<file path="src/hw/rtl/vrgp_pkg.sv">
`default_nettype none

package vrgp_pkg;

    // Phase accumulator width and the step register width; writes load only its low 24 bits.
    localparam int PHASE_BITS = 29;
    localparam int STEP_W     = 25;
    localparam int LEN_W      = 13;
    localparam int GAIN_W     = 16;
    localparam int SAMPLE_W   = 16;
    localparam int WORD_W     = 32;

    // Queue between the front and back parts.
    localparam int QDEPTH = 4;
    localparam int QPTR_W = $clog2(QDEPTH);
    localparam int QCNT_W = $clog2(QDEPTH + 1);

    // Configuration port geometry.
    localparam int PADDR_W = 5;
    localparam int PDATA_W = 32;

    // Input action codes.
    typedef enum logic [1:0] {
        ACT_WRITE = 2'd0,
        ACT_FRAME = 2'd1,
        ACT_START = 2'd2,
        ACT_STOP  = 2'd3
    } action_t;

    // Register indexes on the configuration port.
    typedef enum logic [2:0] {
        REG_STEP   = 3'd0,
        REG_LEN    = 3'd1,
        REG_MONO   = 3'd2,
        REG_LOOP   = 3'd3,
        REG_QUEUED = 3'd4,
        REG_LGAIN  = 3'd5,
        REG_RGAIN  = 3'd6
    } reg_idx_t;

    // Live configuration as seen by the datapath.
    typedef struct packed {
        logic [STEP_W-1:0] step;
        logic [LEN_W-1:0]  buffer_length;
        logic              mono;
        logic              loop_en;
        logic              queued;
        logic [GAIN_W-1:0] left_gain;
        logic [GAIN_W-1:0] right_gain;
    } cfg_t;

    // Per-transaction status decided by the front part.
    typedef struct packed {
        logic frame_valid;
        logic buffer_end;
        logic playing_now;
    } meta_t;

    // One queue entry: status plus the raw sample word.
    typedef struct packed {
        meta_t             meta;
        logic [WORD_W-1:0] word;
    } q_entry_t;

endpackage

`default_nettype wire

</file>
<file path="src/hw/rtl/vrgp_queue.sv">
`default_nettype none

module vrgp_queue (
    input  wire logic                         clk,
    input  wire logic                         rst_n,
    input  wire logic                         push,
    input  wire vrgp_pkg::q_entry_t           push_entry,
    input  wire logic                         pop,
    output vrgp_pkg::q_entry_t                head_entry,
    output logic                              nonempty,
    output logic [vrgp_pkg::QCNT_W-1:0]       count
);
    import vrgp_pkg::*;

    q_entry_t           entry_reg [QDEPTH];
    logic [QPTR_W-1:0]  wptr_reg, wptr_next;
    logic [QPTR_W-1:0]  rptr_reg, rptr_next;
    logic [QCNT_W-1:0]  count_reg, count_next;

    assign head_entry = entry_reg[rptr_reg];
    assign nonempty   = count_reg != '0;
    assign count      = count_reg;

    // Pointer and fill count update.
    always_comb
    begin
        wptr_next  = push ? wptr_reg + 1'b1 : wptr_reg;
        rptr_next  = pop ? rptr_reg + 1'b1 : rptr_reg;
        count_next = count_reg + QCNT_W'(push) - QCNT_W'(pop);
    end

    always_ff @(posedge clk or negedge rst_n)
    begin
        if (!rst_n)
        begin
            wptr_reg  <= '0;
            rptr_reg  <= '0;
            count_reg <= '0;
        end
        else
        begin
            wptr_reg  <= wptr_next;
            rptr_reg  <= rptr_next;
            count_reg <= count_next;
        end
    end

    // Entry storage.
    always_ff @(posedge clk)
    begin
        if (push)
        begin
            entry_reg[wptr_reg] <= push_entry;
        end
    end

    // The front must never push into a full queue.
    a_no_overflow: assert property (@(posedge clk) disable iff (!rst_n)
        push && !pop |-> count_reg < QCNT_W'(QDEPTH))
        else $error("queue push while full");

    // The back must never pop an empty queue.
    a_no_underflow: assert property (@(posedge clk) disable iff (!rst_n)
        pop |-> count_reg != '0)
        else $error("queue pop while empty");

    // Fill count tracks the pointer distance.
    a_count_ptrs: assert property (@(posedge clk) disable iff (!rst_n)
        QPTR_W'(count_reg) == QPTR_W'(wptr_reg - rptr_reg))
        else $error("queue count and pointers disagree");

endmodule

`default_nettype wire

</file>
<file path="config.mk">
export PLATFORM = sky130hd
export DESIGN_NAME = vrgp_queue
export DESIGN_NICKNAME = d
export VERILOG_FILES = /design/src/hw/rtl/vrgp_pkg.sv /design/src/hw/rtl/vrgp_queue.sv
export SDC_FILE = /design/constraint.sdc
export NUM_CORES = 1
export LEC_CHECK = 0
export ABC_AREA = 1
export BUFFER_PORTS_ARGS = -buffer_cell sky130_fd_sc_hd__buf_2
export CORE_UTILIZATION = 56
export CTS_CLUSTER_DIAMETER = 30
export DETAILED_ROUTE_END_ITERATION = 8
export PLACE_DENSITY = 0.82
export SLEW_MARGIN = 15
export SYNTH_ARGS = -nofsm -noshare
export SYNTH_HDL_FRONTEND = slang
export SYNTH_SLANG_ARGS = --single-unit
</file>
<file path="constraint.sdc">
create_clock -name clk -period 3.2 [get_ports clk]
set_clock_uncertainty 0.1 [all_clocks]
set_input_delay 0.32 -clock clk [delete_from_list [all_inputs] [get_ports clk]]
set_output_delay 0.32 -clock clk [all_outputs]
set_load 0.01 [all_outputs]
</file>
==> Word level (Yosys, flattened, before mapping) <==
Memory sizes are Yosys's and may differ from the RTL's.
Cells that the tools add are included.
{ "totals": {"register_bits": 7, "output_inout_bits": 39, "mem_bits_ro": 0, "elab_cells": 11, "memories": 1, "latch_bits": 0, "mem_bits_rw": 140} }
{ "mem_list": {"columns": ["name", "depth", "word_bits", "read_ports", "rd_clocked_by_memory_dff", "write_ports", "line", "source"], "rows": [
  ["entry_reg", 4, 35, 1, 0, 1, "vrgp_queue.sv:15", "q_entry_t entry_reg [QDEPTH];"]
]} }
{ "classes": {"div_mod_pow": 0, "n_eq_ne": 0, "muxes": 2, "reduce_logical": 1, "n_shift": 0, "multipliers": 0, "bitwise": 0, "n_lt_le_gt_ge": 0, "addsub": 4} }
{ "op_table": {"columns": ["cell", "n"], "rows": [
  ["adder 2 x 1 -> 2 bit, second input constant", 2],
  ["adder 3 x 1 -> 3 bit", 1],
  ["nonzero test 3 bit", 1],
  ["subtractor 3 x 1 -> 3 bit", 1],
  ["2-to-1 mux 1 bit", 2]
]} }

==> Logic depth before layout (Yosys ltp) <==
Gate-level depths: netlist (run 1).
{ "depth": {"ltp_word": 2, "mapped_depth": 10, "ltp_nobuf": 10} }

==> Worst setup path before layout (run 1) <==
OpenSTA, ideal clock, no wires.
{ "synth_path": {"kind": "register to register", "from": "register wptr_reg[0]", "to": "memory entry_reg[0][0] (netlist bit) (enable)", "path_slack_ns": 1.347, "path_stages_with_launch": 5, "n_path_buf": 0, "arrival_time_ns": 1.363, "cell_sequence": "dfrtp_1 inv_1 ha_1 nand2_1 inv_1"} }
{ "synth_rtl": {"columns": ["element", "line", "source"], "rows": [
  ["from (decl)", "vrgp_queue.sv:16", "logic [QPTR_W-1:0] wptr_reg, wptr_next;"],
  ["from (signal assigned)", "vrgp_queue.sv:42", "wptr_reg <= wptr_next;"],
  ["to (decl)", "vrgp_queue.sv:15", null]
]} }
No word-level cell before the write port.

==> results of run 1 <==
routing by layer:
| metal | GRT usage | vias to the layer above |
|---|---|---|
| met2 | 0.396 | 146 |
| met3 | 0.0627 | 21 |
| li1 | - | 1994 |
| met5 | 0 | - |
| met4 | 0.105 | 0 |
| met1 | 0.251 | 2063 |
per-stage QoR:
step | setup slack [ns] | utilization | instances | cell area [sq um] | hold WS (ns)
floorplan | 1.35 | - | 593 | 6330 | -0.0756
detailed placement | 1.02 | 0.615 | 789 | 6730 | 0.0753
global placement | 1.08 | 0.615 | 789 | 6730 | 0.0685
global route | 0.366 | 0.668 | 822 | 7310 | 0.00644
CTS | 0.513 | 0.668 | 822 | 7310 | 0.00462
finish | 0.482 | 0.668 | 822 | 7310 | 0.0143
how the worst max path moves through the flow:
stage               depth (start not counted)  slack, ns                         to
floorplan                                   4       1.35  entry_reg[0][0]$_DFFE_PP_
global placement                            5       1.08             head_entry[30]
detailed placement                          5       1.02              head_entry[7]
CTS                                         5       0.51              head_entry[5]
global route                                5       0.37             head_entry[11]
finish                                      5       0.48              head_entry[5]
power by group through the flow:
stage / logic, uW / registers [uW] / clock network, uW
CTS: 2160 / 2760 / 1920
detailed placement: 2130 / 2800 / 0
global route: 2400 / 2790 / 2000
floorplan: 1610 / 2660 / 0
global placement: 2060 / 2770 / 0
finish: 2140 / 2760 / 1910
worst max-delay path, stage by stage (launching register included):
cell and delay, ns:
dfrtp_2 0.82, inv_4 0.42, nand2_1 0.22, nand3_1 0.12, nand2_1 0.11, buf_2 0.13
cell usage after synthesis, drive strengths merged:
library cell / count
xor2: 3
inv: 154
fa: 1
nand3: 72
buf: 21
o21ai: 1
ha: 6
clkbuf: 2
edfxtp: 140
dfrtp: 7
nand2: 186
final cells by class:
type,instances,area [sq um]
clock buffer,19,433
clock inverter,13,141
fill,752,3630
inverter,154,583
multi-input combinational,269,1180
sequential,147,4380
tap,140,175
timing repair buffer,80,410
layout by cell type (no fill, tap or decap):
cell and instances:
clkinv_2 5, clkbuf_1 2, buf_4 2, inv_2 4
dlygate4sd3_1 1, dfrtp_2 2, fa_1 1, nand3_1 72
bufinv_16 3, edfxtp_1 140, clkinv_1 3, inv_1 148
nand2_1 186, buf_2 77, dfrtp_1 5, clkbuf_16 17
inv_4 2, o21ai_1 1, clkinvlp_4 2, ha_1 6
xor2_1 3
cells by family after synthesis:
group	share of synthesized area
simple gates	0.167
buf+inv	0.121
flops	0.692
fa+ha+maj	0.0150
xor+xnor	0.00415
compound gates	0.000790
==> impl_metrics.tcl, run 1 <==
set metrics [dict create \
    ys_warn_count 0 \
    yosysTopAreaCell "edfxtp_1" \
    hold_violations 0 \
    leakage_uw 0.00347 \
    synthesis.area_sq_um 6330 \
    cts_buffer_depth 2 \
    tns_ns 0 \
    largest_register_ffs 140 \
    clk_pin_slew_ns 0.06 \
    yosys-top-cells-area "edfxtp_1, nand2_1, inv_1, nand3_1, dfrtp_1" \
    drt_wl_total_um 12200 \
    r2r_end "entry_reg[2][23]$_DFFE_PP_" \
    max_slew.worst_pin.slew_ns 0.887 \
    grt_pass1_wl_um 18900 \
    cp-end-kind "primary output" \
    gp_congestion 0.725 \
    synth_cell_types 15 \
    crit_fanout 70 \
    fp.coreArea_sq_um 10900 \
    maxSlewViolCount 0 \
    seqPwrFrac 0.405 \
    hp-class "input pin to register" \
    cap_violations 0 \
    period_share 0.849 \
    ctsHoldBuffers 1 \
    io_buffers 77 \
    route.met2.wl_um 6380 \
    post_cts_buffers 0 \
    holdPathEnd "entry_reg[1][26]$_DFFE_PP_" \
    synth_cells 593 \
    nets 715 \
    crit_arrival_ns 2.30 \
    grt.total_usage 0.224 \
    drt_iter0_drc 336 \
    r2r_slack_ns 1.35 \
    rows 38 \
    met1_length_um 4840 \
    finalPower_uw 6810 \
    vias 4224 \
    grt_pass1_vias 4067 \
    drcViolationCount 0 \
    n_antenna_cell 0 \
    drive_above_1_share 0.167 \
    pwr-share-clk 0.281 \
    synth_nets 639 \
    synth_top_area_frac 0.664 \
    fp.dieW_um 108 \
    grt_overflow_total 0 \
    ant_nets 0 \
    p_per_area_nw_per_um2 931 \
    cts_tree "yes" \
    p_sw_frac 0.347 \
    antenna_found_initial 0 \
    fin_crit_ns 2.72 \
    slew_headroom 0.408 \
    num_io_pins 78 \
    ff2ff_path_depth 4 \
    p_int_uw 4440 \
    timing.fmax_mhz 368 \
    place_hpwl_um 7070 \
    grt_max_degree 71 \
    ys_ff_latch 147 \
    root_buffer "clkbuf_16" \
    finalSetupViolations 0 \
    startpoint_type "register" \
    clk_latency_ns 0.41 \
    status "completed" \
    comb_power_share 0.314 \
    areaGrowthSynthToFinish_pct 15.5 \
    syn_area_per_cell_sq_um 10.7 \
    cp-startpoint "rptr_reg[0]$_DFFE_PN0P_" \
    fp.dieH_um 108 \
    ys_seq_area_frac 0.692 \
    cts_buffers 17 \
    crit_type "register to primary output" \
    post_drt_wl_per_cell_um 14.8 \
    max-vdd-ir-drop_mv 0.573 \
    start_util 0.579 \
    worstReg2RegStart "wptr_reg[0]$_DFFE_PN0P_" \
    first_pass_iters 5 \
    p_switching_uw 2360 \
    viasPerCell 5.14 \
    cp.required_ns 2.78 \
    die_area_sq_um 11700 \
    top_layer "met4" \
    met3WireLength_um 745 \
    rsz0062_at_grt "false" \
    cts_resized 0 \
    holdPathStages 1 \
    cts_sinks 147 \
    hold_start "push_entry[26]" \
    htreeDepth 4 \
]
No activity file was read; power rests on OpenSTA's default activity.
==> run 2: changes to the inputs <==
- CORE_UTILIZATION: 56 -> 52
- PLACE_DENSITY: 0.82 -> 0.8
- clock period: 3.2 -> 2.2 ns (I/O delays scaled with it)
==> impl_metrics.tcl, run 2 (synthesized netlist as in run 1, its figures left out) <==
set metrics [dict create \
    status "finished, violations left" \
    violations "DRC" \
    vias 4247 \
    cp-startpoint "rptr_reg[0]$_DFFE_PN0P_" \
    start_util 0.545 \
    rsz0062_at_grt "false" \
    maxSlewViolCount 0 \
    crit_arrival_ns 1.75 \
    areaGrowthSynthToFinish_pct 24.2 \
    period_share 0.939 \
    max-vdd-ir-drop_mv 0.892 \
    tns_ns 0 \
    clk_latency_ns 0.41 \
    path_cells "inv_6 > buf_12 > nand2_1 > nand3_1 > nand2_1 > buf_2" \
    startpoint_type "register" \
    die_area_sq_um 12600 \
    critPathMaxStageDelay_ns 0.45 \
    r2r_slack_ns 0.42 \
    root_buffer "clkbuf_16" \
    ant_nets 0 \
    n_antenna_cell 0 \
    fin_util 0.677 \
    cap_violations 0 \
    worst_slack_ns 0.133 \
    drcViolationCount 3 \
    grt_pass1_vias 4338 \
    fp.coreArea_sq_um 11600 \
    cts_buffer_depth 2 \
    largest_register_ffs 140 \
    preCtsSetupSlack_ns 0.423 \
    max_slew.worst_pin.slew_ns 0.470 \
    worstReg2RegStart "count[0]$_DFF_PN0_" \
    fillCellCount 789 \
    timing.fmax_mhz 484 \
    crit_fanout 40 \
    drive_above_1_share 0.173 \
    fin_crit_ns 2.07 \
    antenna_found_initial 0 \
    nets 761 \
    place_hpwl_um 7330 \
    htreeDepth 4 \
    viasPerCell 4.88 \
    num_io_pins 78 \
    slew_headroom 0.686 \
    grt.total_usage 0.223 \
    cpMaxStageDelayCell "dfrtp_2" \
    cts_sinks 147 \
    rows 39 \
    drt_iter0_drc 313 \
    crit_type "register to primary output" \
    place_inst 801 \
    grt_overflow_total 0 \
    drt_wl_total_um 12900 \
    layout.cells.non_filler 871 \
    fp.dieW_um 112 \
    leakage_uw 0.00371 \
    post_cts_buffers 0 \
    hold_violations 0 \
    post_drt_wl_per_cell_um 14.8 \
    hp-class "input pin to async pin" \
    cts_tree "yes" \
    cp_common_cell "nand2_1" \
    gp_congestion 0.724 \
    grt_pass1_wl_um 20900 \
    first_pass_iters 7 \
    cp-end-kind "primary output" \
    finalSetupViolations 0 \
    final_cell_mix "nand2_1, inv_1, edfxtp_1" \
    final_common_cell "nand2_1" \
    cp.required_ns 1.88 \
    clk_pin_slew_ns 0.06 \
    cts_buffers 17 \
    io_buffers 77 \
    grt_max_degree 73 \
    fp.dieH_um 112 \
    p_per_area_nw_per_um2 1330 \
]
-- run 2: cell count changes in the layout (fill, tap and decap cells not counted), sizes merged --
cell	delta
dlygate4sd3	+37
bufinv	+1
buf	+9
clkinvlp	+1
clkinv	-6
clkbuf	+4
-- run 2: cell type report --
cell class / instances / area (sq um) / share of cell area
Sequential cell: 147 / 4380 / 0.558
Multi-Input combinational cell: 269 / 1180 / 0.151
Tap cell: 143 / 179 / 0.0228
Timing Repair Buffer: 126 / 886 / 0.113
Clock inverter: 9 / 153 / 0.0194
Inverter: 154 / 586 / 0.0745
Clock buffer: 23 / 488 / 0.0621
-- run 2: critical path, delay by kind of cell (launching register included) --
family | cells | cell delay, ns
DFF | 1 | 0.45
buffers and inverters | 3 | 0.60
and+or+nand+nor | 3 | 0.27
-- run 2: metrics by stage --
stage,hold WS [ns],total power (uW),instance area (sq um)
after global placement,-0.0440,7190,6830
after floorplan,-0.176,6200,6330
final,0.0692,10400,7860
after detailed placement,-0.0349,7330,6830
after CTS,0.0545,10500,7860
after global routing,0.0716,11000,7860
-- run 2: timing repair --
action	4_1_cts	5_1_grt
endpoints found under the hold margin	150	0
hold buffers	38	0
resized for setup	0	1
setup endpoints to repair	0	2
-- run 2: layer usage --
metal	routed length (um)	GRT usage
met3	686	0.0486
met1	5270	0.259
met4	252	0.114
met5	0	0
met2	6680	0.391
-- run 2: report_power, final --
part           switching [uW]  internal, uW  total [uW]  leakage [uW]
Clock                    1040          2010        3060      0.000305
Sequential                171          3680        3850       0.00137
Combinational            2330          1190        3520       0.00204
Total                    3540          6880       10400       0.00371
-- run 2: worst paths after layout --
| check | end | depth (start not counted) |
|---|---|---|
| max reg2reg | count[2]$_DFF_PN0_ | 10 |
| min reg2reg | count[2]$_DFF_PN0_ | 2 |
| max in group asynchronous | rptr_reg[1]$_DFFE_PN0P_ | 2 |
| min in group clk | count[2]$_DFF_PN0_ | 2 |
| min | count[2]$_DFF_PN0_ | 2 |
| max | head_entry[6] | 6 |
==> run 3: changes to the inputs <==
- MAX_ROUTING_LAYER: default -> met4
==> impl_metrics.tcl, run 3 (synthesized netlist as in run 1, its figures left out) <==
set metrics [dict create \
    status "finished, violations left" \
    violations "DRC" \
    num_io_pins 78 \
    fp.dieH_um 112 \
    place_hpwl_um 7330 \
    crit_arrival_ns 1.75 \
    use_met3 0.0448 \
    placed_cell_area_sq_um 6830 \
    ff_latch_area_sq_um 4380 \
    finalSetupViolations 0 \
    crit_fanout 40 \
    vias 4286 \
    drive_above_1_share 0.173 \
    p_per_area_nw_per_um2 1330 \
    cts_buffers 17 \
    n_antenna_cell 0 \
    areaGrowthSynthToFinish_pct 24.2 \
    htreeDepth 4 \
    max-vdd-ir-drop_mv 0.899 \
    leakage_uw 0.00371 \
    cp_common_cell "nand2_1" \
    multi_input_area_sq_um 1180 \
    worst_slack_ns 0.134 \
    timing.fmax_mhz 484 \
    cap_violations 0 \
    hp-class "input pin to async pin" \
    fillCellCount 789 \
    finalPower_uw 10400 \
    grt_overflow_total 0 \
    cp-end-kind "primary output" \
    hold_violations 0 \
    post_drt_wl_per_cell_um 15.0 \
    cts_tree "yes" \
    fp.dieW_um 112 \
    rsz0062_at_grt "false" \
    met1_usage 0.260 \
    clk_pin_slew_ns 0.06 \
    top_usage_layer "met2" \
    clk_latency_ns 0.42 \
    crit_buf_inv 3 \
    grt_pass1_vias 4339 \
    tns_ns 0 \
    grt_pass1_wl_um 20900 \
    gp_congestion 0.732 \
    viasPerCell 4.92 \
    first_pass_iters 7 \
    path_delay_family "buffers and inverters" \
    io_buffers 77 \
    drcViolationCount 3 \
    path_cells "inv_6 > buf_12 > nand2_1 > nand3_1 > nand2_1 > buf_2" \
    fin_util 0.677 \
    rows 39 \
    max_slew.worst_pin.slew_ns 0.469 \
    slew_headroom 0.687 \
    final_cell_mix "nand2_1, inv_1, edfxtp_1" \
    startpoint_type "register" \
    largest_register_ffs 140 \
    final_common_cell "nand2_1" \
    die_area_sq_um 12600 \
    nets 761 \
    ant_nets 0 \
    drt_iter0_drc 326 \
    design_area_sq_um 7860 \
    cpMaxStageDelayCell "dfrtp_2" \
    period_share 0.939 \
    cts_buffer_depth 2 \
    met2_usage 0.391 \
    root_buffer "clkbuf_16" \
    start_util 0.545 \
    antenna_found_initial 0 \
    cts_sinks 147 \
    grt_max_degree 73 \
    crit_type "register to primary output" \
    grt.total_usage 0.230 \
    maxSlewViolCount 0 \
    fin_crit_ns 2.07 \
    cp.required_ns 1.88 \
    post_cts_buffers 0 \
    preCtsSetupSlack_ns 0.423 \
    critPathMaxStageDelay_ns 0.45 \
    drt_wl_total_um 13000 \
    fp.coreArea_sq_um 11600 \
]
[run 3: final timing paths]
kind	cells after the start	start	slack (ns)	end
worst min register to register	2	count[1]$_DFF_PN0_	0.42	count[2]$_DFF_PN0_
worst min-delay path	2	rst_n	0.07	count[2]$_DFF_PN0_
max in group asynchronous	2	rst_n	1.75	rptr_reg[1]$_DFFE_PN0P_
worst max register to register	9	count[0]$_DFF_PN0_	0.41	count[2]$_DFF_PN0_
worst max-delay path	6	rptr_reg[0]$_DFFE_PN0P_	0.13	head_entry[6]
min in group clk	2	count[1]$_DFF_PN0_	0.42	count[2]$_DFF_PN0_
[run 3: stage by stage]
stage               hold WS [ns]  instances
finish                    0.0673        871
global route              0.0735        871
CTS                       0.0545        871
detailed placement       -0.0349        801
global placement         -0.0440        801
floorplan                 -0.176        593
[run 3: area by class of cell]
| cell class | instances | area share |
|---|---|---|
| sequential | 147 | 0.558 |
| tap | 143 | 0.0228 |
| multi-input combinational | 269 | 0.151 |
| inverter | 154 | 0.0745 |
| timing repair buffer | 126 | 0.113 |
| clock inverter | 9 | 0.0194 |
| clock buffer | 23 | 0.0621 |
[run 3: power by group]
group	total, uW	switching, uW	leakage, uW	internal [uW]
Clock	3070	1050	0.000305	2010
Combinational	3520	2330	0.00204	1190
Sequential	3850	171	0.00137	3680
[run 3: metal layers]
metal / share of wire / wire [um] / vias to the layer above
met1: 0.40 / 5220 / 2033
met3: 0.060 / 778 / 28
met4: 0.023 / 298 / 0
met5: 0 / 0 / -
li1: - / - / 2082
met2: 0.52 / 6730 / 143
[run 3: repair_timing]
item                                    CTS  global route
endpoints found under the setup margin    0             2
endpoints found under the hold margin   150             0
hold buffers                             38             0
gates resized for setup                   0             1
